`src/rtl/dlq_pkg.sv`:
```
// Shared types and constants for the dual linear queue unit.
`default_nettype none

package dlq_pkg;

  // Defaults for the top-level parameters
  localparam int unsigned QueueDepthDef = 8;
  localparam int unsigned DataWidthDef  = 32;
  localparam int unsigned QueueDepthMax = 64;

  // Field widths fixed by the interface
  localparam int unsigned ValueW = 32;
  localparam int unsigned PosW   = 8;

  // Slot index width large enough for the deepest supported queue
  localparam int unsigned QIdxW = $clog2(QueueDepthMax);

  // Depths of the command queue and the result queue
  localparam int unsigned CmdFifoDepth = 2;
  localparam int unsigned ResFifoDepth = 2;

  typedef enum logic [1:0] {
    CMD_INSERT  = 2'd0,
    CMD_DELETE  = 2'd1,
    CMD_MODIFY  = 2'd2,
    CMD_DISPLAY = 2'd3
  } cmd_e;

  typedef enum logic [1:0] {
    ST_OK     = 2'd0,
    ST_FULL   = 2'd1,
    ST_EMPTY  = 2'd2,
    ST_BADPOS = 2'd3
  } status_e;

  // What the back end has to do for one classified command
  typedef enum logic [1:0] {
    OP_STATUS = 2'd0,   // status-only result, no memory access
    OP_WRITE  = 2'd1,   // write one slot, then an ok result
    OP_READ   = 2'd2    // read slots first_idx..last_idx, one result each
  } op_kind_e;

  typedef struct packed {
    cmd_e                     command;
    logic                     queue_select;
    logic [PosW-1:0]          position;
    logic signed [ValueW-1:0] value;
  } item_t;

  typedef struct packed {
    status_e                  status;
    logic signed [ValueW-1:0] data;
    logic                     last;
  } result_t;

  typedef struct packed {
    op_kind_e          kind;
    status_e           status;
    logic              qsel;
    logic [QIdxW-1:0]  first_idx;
    logic [QIdxW-1:0]  last_idx;
    logic [ValueW-1:0] wdata;
  } op_t;

endpackage

`default_nettype wire

```
`src/rtl/dlq_ram.sv`:
```
// Generic single-write, single-read RAM with registered read data.
`default_nettype none

module dlq_ram #(
  parameter int unsigned WIDTH = 32,
  parameter int unsigned DEPTH = 16
) (
  input  wire logic                     clk_i,
  input  wire logic                     we_i,
  input  wire logic [$clog2(DEPTH)-1:0] waddr_i,
  input  wire logic [WIDTH-1:0]         wdata_i,
  input  wire logic                     re_i,
  input  wire logic [$clog2(DEPTH)-1:0] raddr_i,
  output logic      [WIDTH-1:0]         rdata_o
);

  logic [WIDTH-1:0] mem [DEPTH];
  logic [WIDTH-1:0] rdata_q;

  always_ff @(posedge clk_i) begin
    if (we_i) begin
      mem[waddr_i] <= wdata_i;
    end
    if (re_i) begin
      rdata_q <= mem[raddr_i];
    end
  end

  assign rdata_o = rdata_q;

endmodule

`default_nettype wire

```
`src/rtl/dlq_fifo.sv`:
```
// Small register FIFO used for the command queue and the result queue.
`default_nettype none

module dlq_fifo #(
  parameter int unsigned WIDTH = 8,
  parameter int unsigned DEPTH = 2
) (
  input  wire logic                       clk_i,
  input  wire logic                       rst_ni,
  input  wire logic                       push_i,
  input  wire logic [WIDTH-1:0]           data_i,
  input  wire logic                       pop_i,
  output logic      [WIDTH-1:0]           data_o,
  output logic                            full_o,
  output logic                            empty_o,
  output logic      [$clog2(DEPTH+1)-1:0] count_o
);

  localparam int unsigned PtrW = (DEPTH > 1) ? $clog2(DEPTH) : 1;
  localparam int unsigned CntW = $clog2(DEPTH + 1);
  localparam logic [PtrW-1:0] LastPtr = PtrW'(DEPTH - 1);

  logic [WIDTH-1:0] entry_q [DEPTH];
  logic [PtrW-1:0]  wr_ptr_q, wr_ptr_d;
  logic [PtrW-1:0]  rd_ptr_q, rd_ptr_d;
  logic [CntW-1:0]  count_q, count_d;
  logic             do_push, do_pop;

  assign full_o  = (count_q == CntW'(DEPTH));
  assign empty_o = (count_q == '0);
  assign count_o = count_q;
  assign data_o  = entry_q[rd_ptr_q];

  assign do_push = push_i & ~full_o;
  assign do_pop  = pop_i & ~empty_o;

  // Pointer wrap and occupancy
  always_comb begin
    wr_ptr_d = wr_ptr_q;
    rd_ptr_d = rd_ptr_q;
    count_d  = count_q;
    if (do_push) begin
      wr_ptr_d = (wr_ptr_q == LastPtr) ? '0 : wr_ptr_q + 1'b1;
    end
    if (do_pop) begin
      rd_ptr_d = (rd_ptr_q == LastPtr) ? '0 : rd_ptr_q + 1'b1;
    end
    case ({do_push, do_pop})
      2'b10:   count_d = count_q + 1'b1;
      2'b01:   count_d = count_q - 1'b1;
      default: count_d = count_q;
    endcase
  end

  always_ff @(posedge clk_i or negedge rst_ni) begin
    if (!rst_ni) begin
      wr_ptr_q <= '0;
      rd_ptr_q <= '0;
      count_q  <= '0;
    end else begin
      wr_ptr_q <= wr_ptr_d;
      rd_ptr_q <= rd_ptr_d;
      count_q  <= count_d;
    end
  end

  // Entry storage, no reset needed
  always_ff @(posedge clk_i) begin
    if (do_push) begin
      entry_q[wr_ptr_q] <= data_i;
    end
  end

endmodule

`default_nettype wire

```
`src/rtl/dlq_front.sv`:
```
// Front end: accepts commands, owns the queue pointers and classifies each command.
`default_nettype none

module dlq_front #(
  parameter int unsigned QUEUE_DEPTH = dlq_pkg::QueueDepthDef
) (
  input  wire logic          clk_i,
  input  wire logic          rst_ni,
  input  wire logic          push_i,
  input  wire dlq_pkg::item_t item_i,
  input  wire logic          cmd_full_i,
  output logic               op_push_o,
  output dlq_pkg::op_t       op_o
);

  localparam int unsigned IdxW = $clog2(QUEUE_DEPTH);
  localparam int unsigned SumW = dlq_pkg::PosW + 1;
  localparam logic [IdxW-1:0] LastIdx = IdxW'(QUEUE_DEPTH - 1);

  logic [IdxW-1:0] head_q [2];
  logic [IdxW-1:0] head_d [2];
  logic [IdxW-1:0] tail_q [2];
  logic [IdxW-1:0] tail_d [2];
  logic [1:0]      empty_q, empty_d;

  logic            accept;
  logic            sel;
  logic [IdxW-1:0] head_cur, tail_cur;
  logic            empty_cur;
  logic [SumW-1:0] pos_sum;
  logic            pos_bad;

  assign accept    = push_i & ~cmd_full_i;
  assign op_push_o = accept;

  assign sel       = item_i.queue_select;
  assign head_cur  = head_q[sel];
  assign tail_cur  = tail_q[sel];
  assign empty_cur = empty_q[sel];

  // Slot addressed by a 1-based position from the head
  assign pos_sum = SumW'(item_i.position) + SumW'(head_cur) - SumW'(1);
  assign pos_bad = (item_i.position == '0) || (pos_sum > SumW'(tail_cur));

  // Classification and pointer update
  always_comb begin
    head_d  = head_q;
    tail_d  = tail_q;
    empty_d = empty_q;

    op_o.kind      = dlq_pkg::OP_STATUS;
    op_o.status    = dlq_pkg::ST_OK;
    op_o.qsel      = sel;
    op_o.first_idx = dlq_pkg::QIdxW'(head_cur);
    op_o.last_idx  = dlq_pkg::QIdxW'(head_cur);
    op_o.wdata     = item_i.value;

    unique case (item_i.command)
      dlq_pkg::CMD_INSERT: begin
        if (!empty_cur && (tail_cur == LastIdx)) begin
          op_o.status = dlq_pkg::ST_FULL;
        end else if (empty_cur) begin
          // First entry restarts both pointers at slot zero
          op_o.kind      = dlq_pkg::OP_WRITE;
          op_o.first_idx = '0;
          head_d[sel]    = '0;
          tail_d[sel]    = '0;
          empty_d[sel]   = 1'b0;
        end else begin
          op_o.kind      = dlq_pkg::OP_WRITE;
          op_o.first_idx = dlq_pkg::QIdxW'(tail_cur + 1'b1);
          tail_d[sel]    = tail_cur + 1'b1;
        end
      end
      dlq_pkg::CMD_DELETE: begin
        if (empty_cur) begin
          op_o.status = dlq_pkg::ST_EMPTY;
        end else begin
          op_o.kind = dlq_pkg::OP_READ;
          if (head_cur == tail_cur) begin
            head_d[sel]  = '0;
            tail_d[sel]  = '0;
            empty_d[sel] = 1'b1;
          end else begin
            head_d[sel] = head_cur + 1'b1;
          end
        end
      end
      dlq_pkg::CMD_MODIFY: begin
        if (empty_cur) begin
          op_o.status = dlq_pkg::ST_EMPTY;
        end else if (pos_bad) begin
          op_o.status = dlq_pkg::ST_BADPOS;
        end else begin
          op_o.kind      = dlq_pkg::OP_WRITE;
          op_o.first_idx = dlq_pkg::QIdxW'(pos_sum[IdxW-1:0]);
        end
      end
      dlq_pkg::CMD_DISPLAY: begin
        if (empty_cur) begin
          op_o.status = dlq_pkg::ST_EMPTY;
        end else begin
          op_o.kind     = dlq_pkg::OP_READ;
          op_o.last_idx = dlq_pkg::QIdxW'(tail_cur);
        end
      end
      default: begin
        op_o.status = dlq_pkg::ST_OK;
      end
    endcase
  end

  always_ff @(posedge clk_i or negedge rst_ni) begin
    if (!rst_ni) begin
      head_q  <= '{default: '0};
      tail_q  <= '{default: '0};
      empty_q <= '1;
    end else if (accept) begin
      head_q  <= head_d;
      tail_q  <= tail_d;
      empty_q <= empty_d;
    end
  end

endmodule

`default_nettype wire

```
`src/rtl/dlq_back.sv`:
```
// Back end: carries out classified commands against the slot memory and forms results.
`default_nettype none

module dlq_back #(
  parameter int unsigned QUEUE_DEPTH = dlq_pkg::QueueDepthDef,
  parameter int unsigned DATA_WIDTH  = dlq_pkg::DataWidthDef,
  parameter int unsigned RES_DEPTH   = dlq_pkg::ResFifoDepth
) (
  input  wire logic                           clk_i,
  input  wire logic                           rst_ni,
  input  wire logic                           op_empty_i,
  input  wire dlq_pkg::op_t                   op_i,
  output logic                                op_pop_o,
  input  wire logic [$clog2(RES_DEPTH+1)-1:0] res_count_i,
  output logic                                res_push_o,
  output dlq_pkg::result_t                    res_o
);

  localparam int unsigned IdxW     = $clog2(QUEUE_DEPTH);
  // Queue select on top of the slot index; unused rows when the depth is not a power of two
  localparam int unsigned AddrW    = IdxW + 1;
  localparam int unsigned RamDepth = 2 ** AddrW;
  localparam int unsigned CntW     = $clog2(RES_DEPTH + 1);
  localparam int unsigned ValueW   = dlq_pkg::ValueW;

  logic                  walk_act_q, walk_act_d;
  logic [IdxW-1:0]       walk_q, walk_d;
  logic                  res_vld_q, res_vld_d;
  dlq_pkg::status_e      res_status_q, res_status_d;
  logic                  res_last_q, res_last_d;
  logic                  res_ram_q, res_ram_d;

  logic [IdxW-1:0]       cur_idx;
  logic                  cur_last;
  logic                  room;
  logic                  go;
  logic                  ram_we, ram_re;
  logic [AddrW-1:0]      ram_addr;
  logic [DATA_WIDTH-1:0] ram_wdata, ram_rdata;
  logic [ValueW-1:0]     rd_ext;

  assign cur_idx  = walk_act_q ? walk_q : op_i.first_idx[IdxW-1:0];
  assign cur_last = (cur_idx == op_i.last_idx[IdxW-1:0]);
  assign ram_addr = {op_i.qsel, cur_idx};

  // Issue only with a result slot reserved, counting the one in the stage register
  assign room = ((CntW+1)'(res_count_i) + (CntW+1)'(res_vld_q)) < (CntW+1)'(RES_DEPTH);
  assign go   = ~op_empty_i & room;

  // Step sequencing
  always_comb begin
    walk_act_d   = walk_act_q;
    walk_d       = walk_q;
    res_vld_d    = go;
    res_status_d = dlq_pkg::ST_OK;
    res_last_d   = 1'b1;
    res_ram_d    = 1'b0;
    ram_we       = 1'b0;
    ram_re       = 1'b0;
    op_pop_o     = 1'b0;

    case (op_i.kind)
      dlq_pkg::OP_WRITE: begin
        ram_we   = go;
        op_pop_o = go;
      end
      dlq_pkg::OP_READ: begin
        ram_re     = go;
        res_ram_d  = 1'b1;
        res_last_d = cur_last;
        if (go) begin
          if (cur_last) begin
            op_pop_o   = 1'b1;
            walk_act_d = 1'b0;
          end else begin
            walk_act_d = 1'b1;
            walk_d     = cur_idx + 1'b1;
          end
        end
      end
      default: begin
        res_status_d = op_i.status;
        op_pop_o     = go;
      end
    endcase
  end

  always_ff @(posedge clk_i or negedge rst_ni) begin
    if (!rst_ni) begin
      walk_act_q <= 1'b0;
      res_vld_q  <= 1'b0;
    end else begin
      walk_act_q <= walk_act_d;
      res_vld_q  <= res_vld_d;
    end
  end

  always_ff @(posedge clk_i) begin
    walk_q       <= walk_d;
    res_status_q <= res_status_d;
    res_last_q   <= res_last_d;
    res_ram_q    <= res_ram_d;
  end

  // Word width conversion between the 32-bit value field and the stored width
  if (DATA_WIDTH >= ValueW) begin : g_wide
    assign ram_wdata = DATA_WIDTH'(op_i.wdata);
    assign rd_ext    = ram_rdata[ValueW-1:0];
  end else begin : g_narrow
    assign ram_wdata = op_i.wdata[DATA_WIDTH-1:0];
    assign rd_ext    = {{(ValueW - DATA_WIDTH){ram_rdata[DATA_WIDTH-1]}}, ram_rdata};
  end

  dlq_ram #(
    .WIDTH (DATA_WIDTH),
    .DEPTH (RamDepth)
  ) u_ram (
    .clk_i   (clk_i),
    .we_i    (ram_we),
    .waddr_i (ram_addr),
    .wdata_i (ram_wdata),
    .re_i    (ram_re),
    .raddr_i (ram_addr),
    .rdata_o (ram_rdata)
  );

  // Result stage: read data arrives in the cycle after the read is issued
  assign res_push_o   = res_vld_q;
  assign res_o.status = res_status_q;
  assign res_o.data   = res_ram_q ? rd_ext : '0;
  assign res_o.last   = res_last_q;

endmodule

`default_nettype wire

```
`src/rtl/dual_linear_queue_unit.sv`:
```
// Top level of the dual linear queue unit.
`default_nettype none

// Two independent linear (non-wrapping) queues of QUEUE_DEPTH words each, sharing one
// slot memory. Each command names a queue: insert, delete, modify by 1-based position,
// or display. A queue regains space only when it drains empty. Commands are taken at
// up to one per cycle while the two-entry command queue has space; the front end
// updates the pointers at once and the back end then issues at most one result per
// cycle on the single memory port. Insert, delete, modify and every error give one
// result; a display of n held entries gives n, with last on the final one. The
// two-entry result queue, with the result stage register counted against it, lets
// no more than two results be in flight, so even with the consumer popping every
// cycle the back end pauses after each pair of results. When nothing stalls, the first
// result of a command passes through the command queue, the result stage register and
// the result queue to reach the result ports. No clearing pass is needed after reset.
module dual_linear_queue_unit #(
  parameter int unsigned QUEUE_DEPTH = dlq_pkg::QueueDepthDef,
  parameter int unsigned DATA_WIDTH  = dlq_pkg::DataWidthDef
) (
  input  wire logic             clk_i,
  input  wire logic             rst_ni,
  input  wire logic             push,
  output logic                  full,
  input  wire dlq_pkg::item_t   item_i,
  output logic                  empty,
  input  wire logic             pop,
  output dlq_pkg::result_t      result_o
);

  localparam int unsigned OpW  = $bits(dlq_pkg::op_t);
  localparam int unsigned ResW = $bits(dlq_pkg::result_t);
  localparam int unsigned CmdCntW = $clog2(dlq_pkg::CmdFifoDepth + 1);
  localparam int unsigned ResCntW = $clog2(dlq_pkg::ResFifoDepth + 1);

  logic                op_push;
  dlq_pkg::op_t        op_in, op_head;
  logic [OpW-1:0]      op_head_bits;
  logic                op_empty;
  logic                op_pop;
  logic [CmdCntW-1:0]  cmd_count;

  logic                res_push;
  dlq_pkg::result_t    res_in;
  logic [ResW-1:0]     res_out_bits;
  logic [ResCntW-1:0]  res_count;
  logic                res_full;

  dlq_front #(
    .QUEUE_DEPTH (QUEUE_DEPTH)
  ) u_front (
    .clk_i      (clk_i),
    .rst_ni     (rst_ni),
    .push_i     (push),
    .item_i     (item_i),
    .cmd_full_i (full),
    .op_push_o  (op_push),
    .op_o       (op_in)
  );

  // Command queue between front and back
  dlq_fifo #(
    .WIDTH (OpW),
    .DEPTH (dlq_pkg::CmdFifoDepth)
  ) u_cmd_fifo (
    .clk_i   (clk_i),
    .rst_ni  (rst_ni),
    .push_i  (op_push),
    .data_i  (op_in),
    .pop_i   (op_pop),
    .data_o  (op_head_bits),
    .full_o  (full),
    .empty_o (op_empty),
    .count_o (cmd_count)
  );

  assign op_head = op_head_bits;

  dlq_back #(
    .QUEUE_DEPTH (QUEUE_DEPTH),
    .DATA_WIDTH  (DATA_WIDTH),
    .RES_DEPTH   (dlq_pkg::ResFifoDepth)
  ) u_back (
    .clk_i       (clk_i),
    .rst_ni      (rst_ni),
    .op_empty_i  (op_empty),
    .op_i        (op_head),
    .op_pop_o    (op_pop),
    .res_count_i (res_count),
    .res_push_o  (res_push),
    .res_o       (res_in)
  );

  // Result queue towards the consumer; space is reserved before each push
  dlq_fifo #(
    .WIDTH (ResW),
    .DEPTH (dlq_pkg::ResFifoDepth)
  ) u_res_fifo (
    .clk_i   (clk_i),
    .rst_ni  (rst_ni),
    .push_i  (res_push & ~res_full),
    .data_i  (res_in),
    .pop_i   (pop),
    .data_o  (res_out_bits),
    .full_o  (res_full),
    .empty_o (empty),
    .count_o (res_count)
  );

  assign result_o = res_out_bits;

endmodule

`default_nettype wire

```
`config.mk`:
```
export PLATFORM = sky130hd
export DESIGN_NAME = dual_linear_queue_unit
export DESIGN_NICKNAME = d
export VERILOG_FILES = /design/src/rtl/dlq_pkg.sv /design/src/rtl/dlq_ram.sv /design/src/rtl/dlq_fifo.sv /design/src/rtl/dlq_front.sv /design/src/rtl/dlq_back.sv /design/src/rtl/dual_linear_queue_unit.sv
export SDC_FILE = /design/constraint.sdc
export NUM_CORES = 1
export LEC_CHECK = 0
export BUFFER_PORTS_ARGS = -buffer_cell sky130_fd_sc_hd__clkbuf_2
export CAP_MARGIN = 15
export CORE_ASPECT_RATIO = 0.6
export CORE_MARGIN = 10
export CORE_UTILIZATION = 46
export DETAILED_ROUTE_END_ITERATION = 12
export SYNTH_ARGS = -nofsm -noshare
export SYNTH_HDL_FRONTEND = slang
export SYNTH_SLANG_ARGS = --single-unit
```
`constraint.sdc`:
```
create_clock -name clk_i -period 4.1 [get_ports clk_i]
set_input_delay 0.615 -clock clk_i [delete_from_list [all_inputs] [get_ports clk_i]]
set_output_delay 0.615 -clock clk_i [all_outputs]
set_load 0.02 [all_outputs]
```
After elaboration in Yosys (flattened, before gate mapping)
Memory sizes are Yosys's and may differ from the RTL's. A register that Yosys moved wholly into a read port is not among the register bits.
Cells that the tools add are included.
Widths: inputs -> output; s select.
- add/sub/neg operators: 15
- multiply operators: 0
- div/mod/pow operators: 0
- order comparisons: 6
- equality and inequality tests: 18
- shift operators: 0
- multiplexer cells: 66
- bitwise gates (word level): 19
- reduce and logical (&&, ||, !) cells: 19
- operators with widths (operator ; number):
    $mux 6 ; 12
    $pmux 6 s2 ; 3
    $mux 32 ; 1
    $mux 3 ; 10
    $mux 1 ; 24
    $mux 2 ; 8
    $eq 2x2->1 const B ; 7
    $and 6x6->6 ; 2
    $bwmux 6 ; 2
    $pmux 2 s2 ; 3
    $pmux 4 s3 ; 1
    $reduce_and 5->1 ; 2
    $add 3x1->3 const B ; 3
    $add 8x3->9 ; 1
    $gt 9x3->1 ; 1
    $sub 9x1->9 const B ; 1
    $eq 2x1->1 const B ; 4
    $logic_not 8->1 ; 1
    $and 1x1->1 ; 7
    $eq 3x3->1 ; 2
    $logic_not 2->1 ; 3
    $not 6->6 ; 1
    $reduce_and 6->1 ; 1
    $reduce_bool 2->1 ; 3
    other kinds (26) ; 40
- register bits: 31
- bits in latches: 0
- RAM bits: 680
- memory bits (read-only): 0
- input port bits: 47
- logic and storage cells: 163
- memories: 3
- memories (name ; words ; width ; rd ports ; clocked after Yosys merged registers in ; write ports ; RTL line ; RTL):
    u_back.u_ram.mem ; 16 ; 32 ; 1 ; 1 ; 1 ; dlq_ram.sv:17 ; logic [WIDTH-1:0] mem [DEPTH];
    u_cmd_fifo.entry_q ; 2 ; 49 ; 1 ; 0 ; 1 ; dlq_fifo.sv:23 ; logic [WIDTH-1:0] entry_q [DEPTH];
    u_res_fifo.entry_q ; 2 ; 35 ; 1 ; 0 ; 1 ; dlq_fifo.sv:23 ;

Longest topological paths before layout
- word-level depth: 11
- depth in mapped cells: 13
- depth with buffers taken out: 12

Hierarchy
Synthesis repeated with hierarchy kept, for this count alone.
- cell total of the unflattened synthesis: 1436
- area total of the unflattened synthesis: 29624.7 um2
- modules (own cells, without submodules) (module ; times used ; cells each ; area an instance (um2) ; seq. area each (um2)):
    dlq_ram ; 1 ; 838 ; 20155.6 ; 16335.7
    dlq_fifo (u_cmd_fifo) ; 1 ; 171 ; 3986.3 ; 3042.9
    dlq_fifo (u_res_fifo) ; 1 ; 127 ; 2872.8 ; 2202.1
    dlq_front ; 1 ; 226 ; 1959.4 ; 352.8
    dlq_back ; 1 ; 73 ; 636.9 ; 220.2
    dual_linear_queue_unit ; 1 ; 1 ; 13.8 ; 0.0

Worst setup path after synthesis
Ideal clock, no wire load.
- path kind: register -> register
- start point: reg u_cmd_fifo.rd_ptr_q
- end point: mem u_back.u_ram.mem[0][0], enable pin
- arrival time: 3.249 ns
- required time: 3.679 ns
- slack: 0.430 ns
- cell stages (with the launch flop): 8
- period minus slack after synthesis: 3.670 ns
- cells stage by stage: dfrtp_1 > buf_4 > buf_1 > clkbuf_1 > mux2i_1 > ha_1 > nand3_1 > nor2_1
- cells in the longest elaborated chain, start to end: 5
- RTL lines (item ; RTL line ; RTL):
    start, declared ; dlq_fifo.sv:25 ; logic [PtrW-1:0] rd_ptr_q, rd_ptr_d;
    start signal, assigned ; dlq_fifo.sv:62 ; rd_ptr_q <= rd_ptr_d;
    $mem_v2 2x49 (*) ; -- ;
    $eq 2x1->1 ; dlq_back.sv:62 ; case (op_i.kind)
    $mux 1 ; dlq_back.sv:62 ;
    $mux 1 ; dlq_ram.sv:21 ; if (we_i) begin
    $mux 1 (implied by the code) ; dlq_ram.sv:22 ; mem[waddr_i] <= wdata_i;
    end, declared ; dlq_ram.sv:17 ;
Every way passes the cells marked *; elsewhere a longest branch is shown, timed or not.

==> summary.md <==
| Metric | Value |
|---|---|
| Register area | `21800 µm²` |
| Diodes inserted | `0` |
| Routed Wire Length | `61.3 mm` |
| Top post-synthesis cells by area | `edfxtp_1, mux4_2, mux2_2` |
| Sw frac | `31.5%` |
| Port Buffers | `83` |
| Largest net degree at the start of global routing | `70` |
| Minimum clock period | `3510 ps` |
| RSZ-0062 raised after global routing | `no` |
| Die area | `72700 µm²` |
| H-tree levels | `3` |
| Yosys warns | `0` |
| Library cells used by synthesis | `58` |
| Net Count, Synth | `1447` |
| Fin crit share | `85.7%` |
| Die height | `213 µm` |
| CTS tree | `yes` |
| Largest area contributor in the netlist | `edfxtp_1` |
| Seq cells post-synth | `731` |
| GPL Wtd Cong | `0.766` |
| Worst path cell trace | `mux2i_1 -> ha_1 -> inv_1 -> ha_1 -> fa_1 -> ha_1 -> o21ai_0 -> a32oi_1 -> or3_4 -> nor3_1 -> nor3b_1 -> o31ai_1` |
| Clock latency on the worst-skew pair | `600 ps` |
| Final Skew | `24.4 ps` |
| 1st-iter DRT viols | `1272` |
| Crit path arrival time | `3840 ps` |
| Post-cts gate resize count | `0` |
| CTS root buf | `clkbuf_16` |
| Final ANT Viol Nets | `0` |
| Max_slew headroom | `23.9%` |
| Via count | `13445` |
| Die Wd | `341 µm` |
| Critical path class | `register to register` |
| Flop pwr share | `42.7%` |
| Outcome | `complete, no violations` |
| Fraction of layout cells with a size suffix above 1 | `30.1%` |
| Clk pwr share | `25.8%` |
| Hold_ws | `29.9 ps` |
| Worst-path clk slew | `70 ps` |
| Power density over cell area | `737 nW/µm²` |
| Total track usage | `17.0%` |
| Routed length per instance | `25.6 µm` |
| Area delta synth->final | `13.9%` |
| Fin nets | `1594` |
| Vias in the first global route | `13471` |
| Total power | `24000 µW` |
| Startpoint types | `register` |
| Net Switching | `7540 µW` |
| Drt via density | `5.60` |
| Cells after synthesis | `1373` |
| Clock sinks | `731` |
| Sequential area share after synthesis | `76.4%` |
| Share of async-settable or async-resettable flops after synthesis | `3.28%` |
| Detailed Place HPWL | `35.7 mm` |
| Most Frequent Cell on Critical Path | `ha_1` |
| Clock Path Buffers | `3` |
| Max-Cap Viols | `0` |
| Setup crit end kind | `register` |
| Initial antenna violation count | `3` |
| Final Hold Vio Count | `0` |
| Fin. max-slew vios | `0` |
| Post-synth EDFFs | `703` |
| WP data required | `4430 ps` |
| Most numerous cell in the Yosys netlist | `edfxtp_1` |
| Hold_buf cts | `0` |
| Remaining routing DRC violations | `0` |
| First-pass GRT wire length | `90.9 mm` |
| CP max stage cell | `fa_1` |
| GRT overflow | `0` |
| Netlist Area Pre-Place | `28500 µm²` |
| CTS Buf Count | `68` |
| Maximum fanout along the worst path | `3` |
| TNS Setup | `0 ps` |
| Peak supply drop | `0.495 mV` |
| Worst slew pin tran | `1130 ps` |
| Comb pwr share | `31.5%` |
| Pint | `16400 µW` |
| Multi-input logic area | `6430 µm²` |
| Syn Area/Cell | `20.8 µm²` |
| Most frequent cells after synthesis | `edfxtp_1, mux4_2, mux2_2` |
| Core Region | `61100 µm²` |
| Initial Utilization | `46.7%` |
| Hold Crit Class | `input port to asynchronous set/reset pin` |
| Cell row count | `70` |
| Filler Cells Inserted | `4780` |
| LEAKAGE | `0.0108 µW` |
| Ys flop type | `edfxtp_1` |
| Max Freq | `285 MHz` |
| Top cell type's share of synthesized area | `74.0%` |
| DRT Pass-1 Iters | `5` |
| Post-CTS Setup Inserts | `0` |
| Slowest stage delay, CP | `440 ps` |
| # IOs | `84` |
| Final setup viols | `0` |
## final timing paths
kind                                               startpoint                                  end  slack (ps)  depth (start not counted)
min in group clk_i                                 item_i[31]  u_cmd_fifo.entry_q[1][31]$_DFFE_PP_         210                          1
worst max register to register  u_front.head_q[1]$_DFFE_PN0P_  u_cmd_fifo.entry_q[1][40]$_DFFE_PP_         590                         12
worst min-delay path                                   rst_ni        u_front.head_q[1]$_DFFE_PN0P_          30                          1
worst max-delay path            u_front.head_q[1]$_DFFE_PN0P_  u_cmd_fifo.entry_q[1][40]$_DFFE_PP_         590                         12
worst min register to register   u_back.res_last_q$_SDFF_PN1_   u_res_fifo.entry_q[0][0]$_DFFE_PP_         430                          0
max in group asynchronous                              rst_ni      u_cmd_fifo.rd_ptr_q$_DFFE_PN0P_        3580                          1
## worst max-delay path, delay by kind of cell (launching register included)
family / cells / cell delay [ps]
AOI/OAI and AO/OA: 3 / 350
adders and majority gates: 4 / 1260
buffers and inverters: 1 / 60
DFF: 1 / 400
muxes: 1 / 270
and+or+nand+nor: 3 / 900
## routing by layer
metal / GRT usage [%] / wire length, µm / up-vias
li1: - / - / 5862
met1: 26.3 / 29600 / 7076
met2: 24.2 / 26100 / 447
met3: 3.75 / 4690 / 60
met4: 3.62 / 836 / 0
met5: 0 / 0 / -
## power by group through the flow
stage / Clock [µW] / Combinational [µW] / Sequential [µW]
6_report: 6180 / 7550 / 10200
5_1_grt: 6650 / 8190 / 10300
4_1_cts: 6330 / 7650 / 10200
3_5_place_dp: 0 / 7620 / 10400
3_3_place_gp: 0 / 7490 / 10300
2_1_floorplan: 0 / 5160 / 10200
## logic make-up after synthesis
logic type	count (synthesis)	share of synthesized area [%]
AO/OA/AOI/OAI	113	2.59
XOR/XNOR	24	0.737
adder cells (fa/ha/maj)	27	1.21
buffers and inverters	96	1.63
flip-flops	731	76.4
multiplexers	260	15.1
AND/OR/NAND/NOR	122	2.33
## state kept, by name (all words and copies together), names as in the netlist, 2 cells and up, named ones only
name	flops
u_res_fifo.entry_q	70
u_cmd_fifo.count_o	2
u_res_fifo.count_o	2
u_front.head_q	6
u_cmd_fifo.entry_q	86
u_back.res_status_q	2
u_back.u_ram.mem	512
u_back.u_ram.rdata_o	32
u_back.walk_q	3
u_front.tail_q	6
## final cells by class
cell class | count | area share [%]
multi-input combinational | 546 | 19.8
inverter | 35 | 0.435
tap | 828 | 3.19
clock inverter | 38 | 1.10
sequential | 731 | 67.1
timing repair buffer | 138 | 2.89
clock buffer | 83 | 5.54
## cells in the final DEF, fill, tap and decap left out, drive strengths merged, types with 4 or more instances in the layout
| cell | n |
|---|---|
| clkbuf | 166 |
| nor2b | 5 |
| mux2i | 56 |
| clkinvlp | 4 |
| mux2 | 76 |
| a21oi | 12 |
| buf | 55 |
| and2 | 39 |
| mux4 | 128 |
| o31ai | 4 |
| clkinv | 25 |
| bufinv | 6 |
| nor2 | 39 |
| ha | 26 |
| a211oi | 4 |
| nand2b | 7 |
| xor2 | 6 |
| inv | 38 |
| edfxtp | 703 |
| o21ai | 42 |
| dfxtp | 4 |
| nand3 | 6 |
| nand2 | 10 |
| xnor2 | 18 |
| a22oi | 34 |
| dfrtp | 22 |
## stage by stage
step           area [µm²]  util (%)  setup slack (ps)  instances
2_1_floorplan       28500         -               430       1373
3_3_place_gp        30300      49.6               175       2278
3_5_place_dp        30300      49.6               133       2278
4_1_cts             32500      53.2               553       2399
5_1_grt             32500      53.2               342       2399
6_report            32500      53.2               586       2399
No activity file was read; power rests on OpenSTA's default activity.
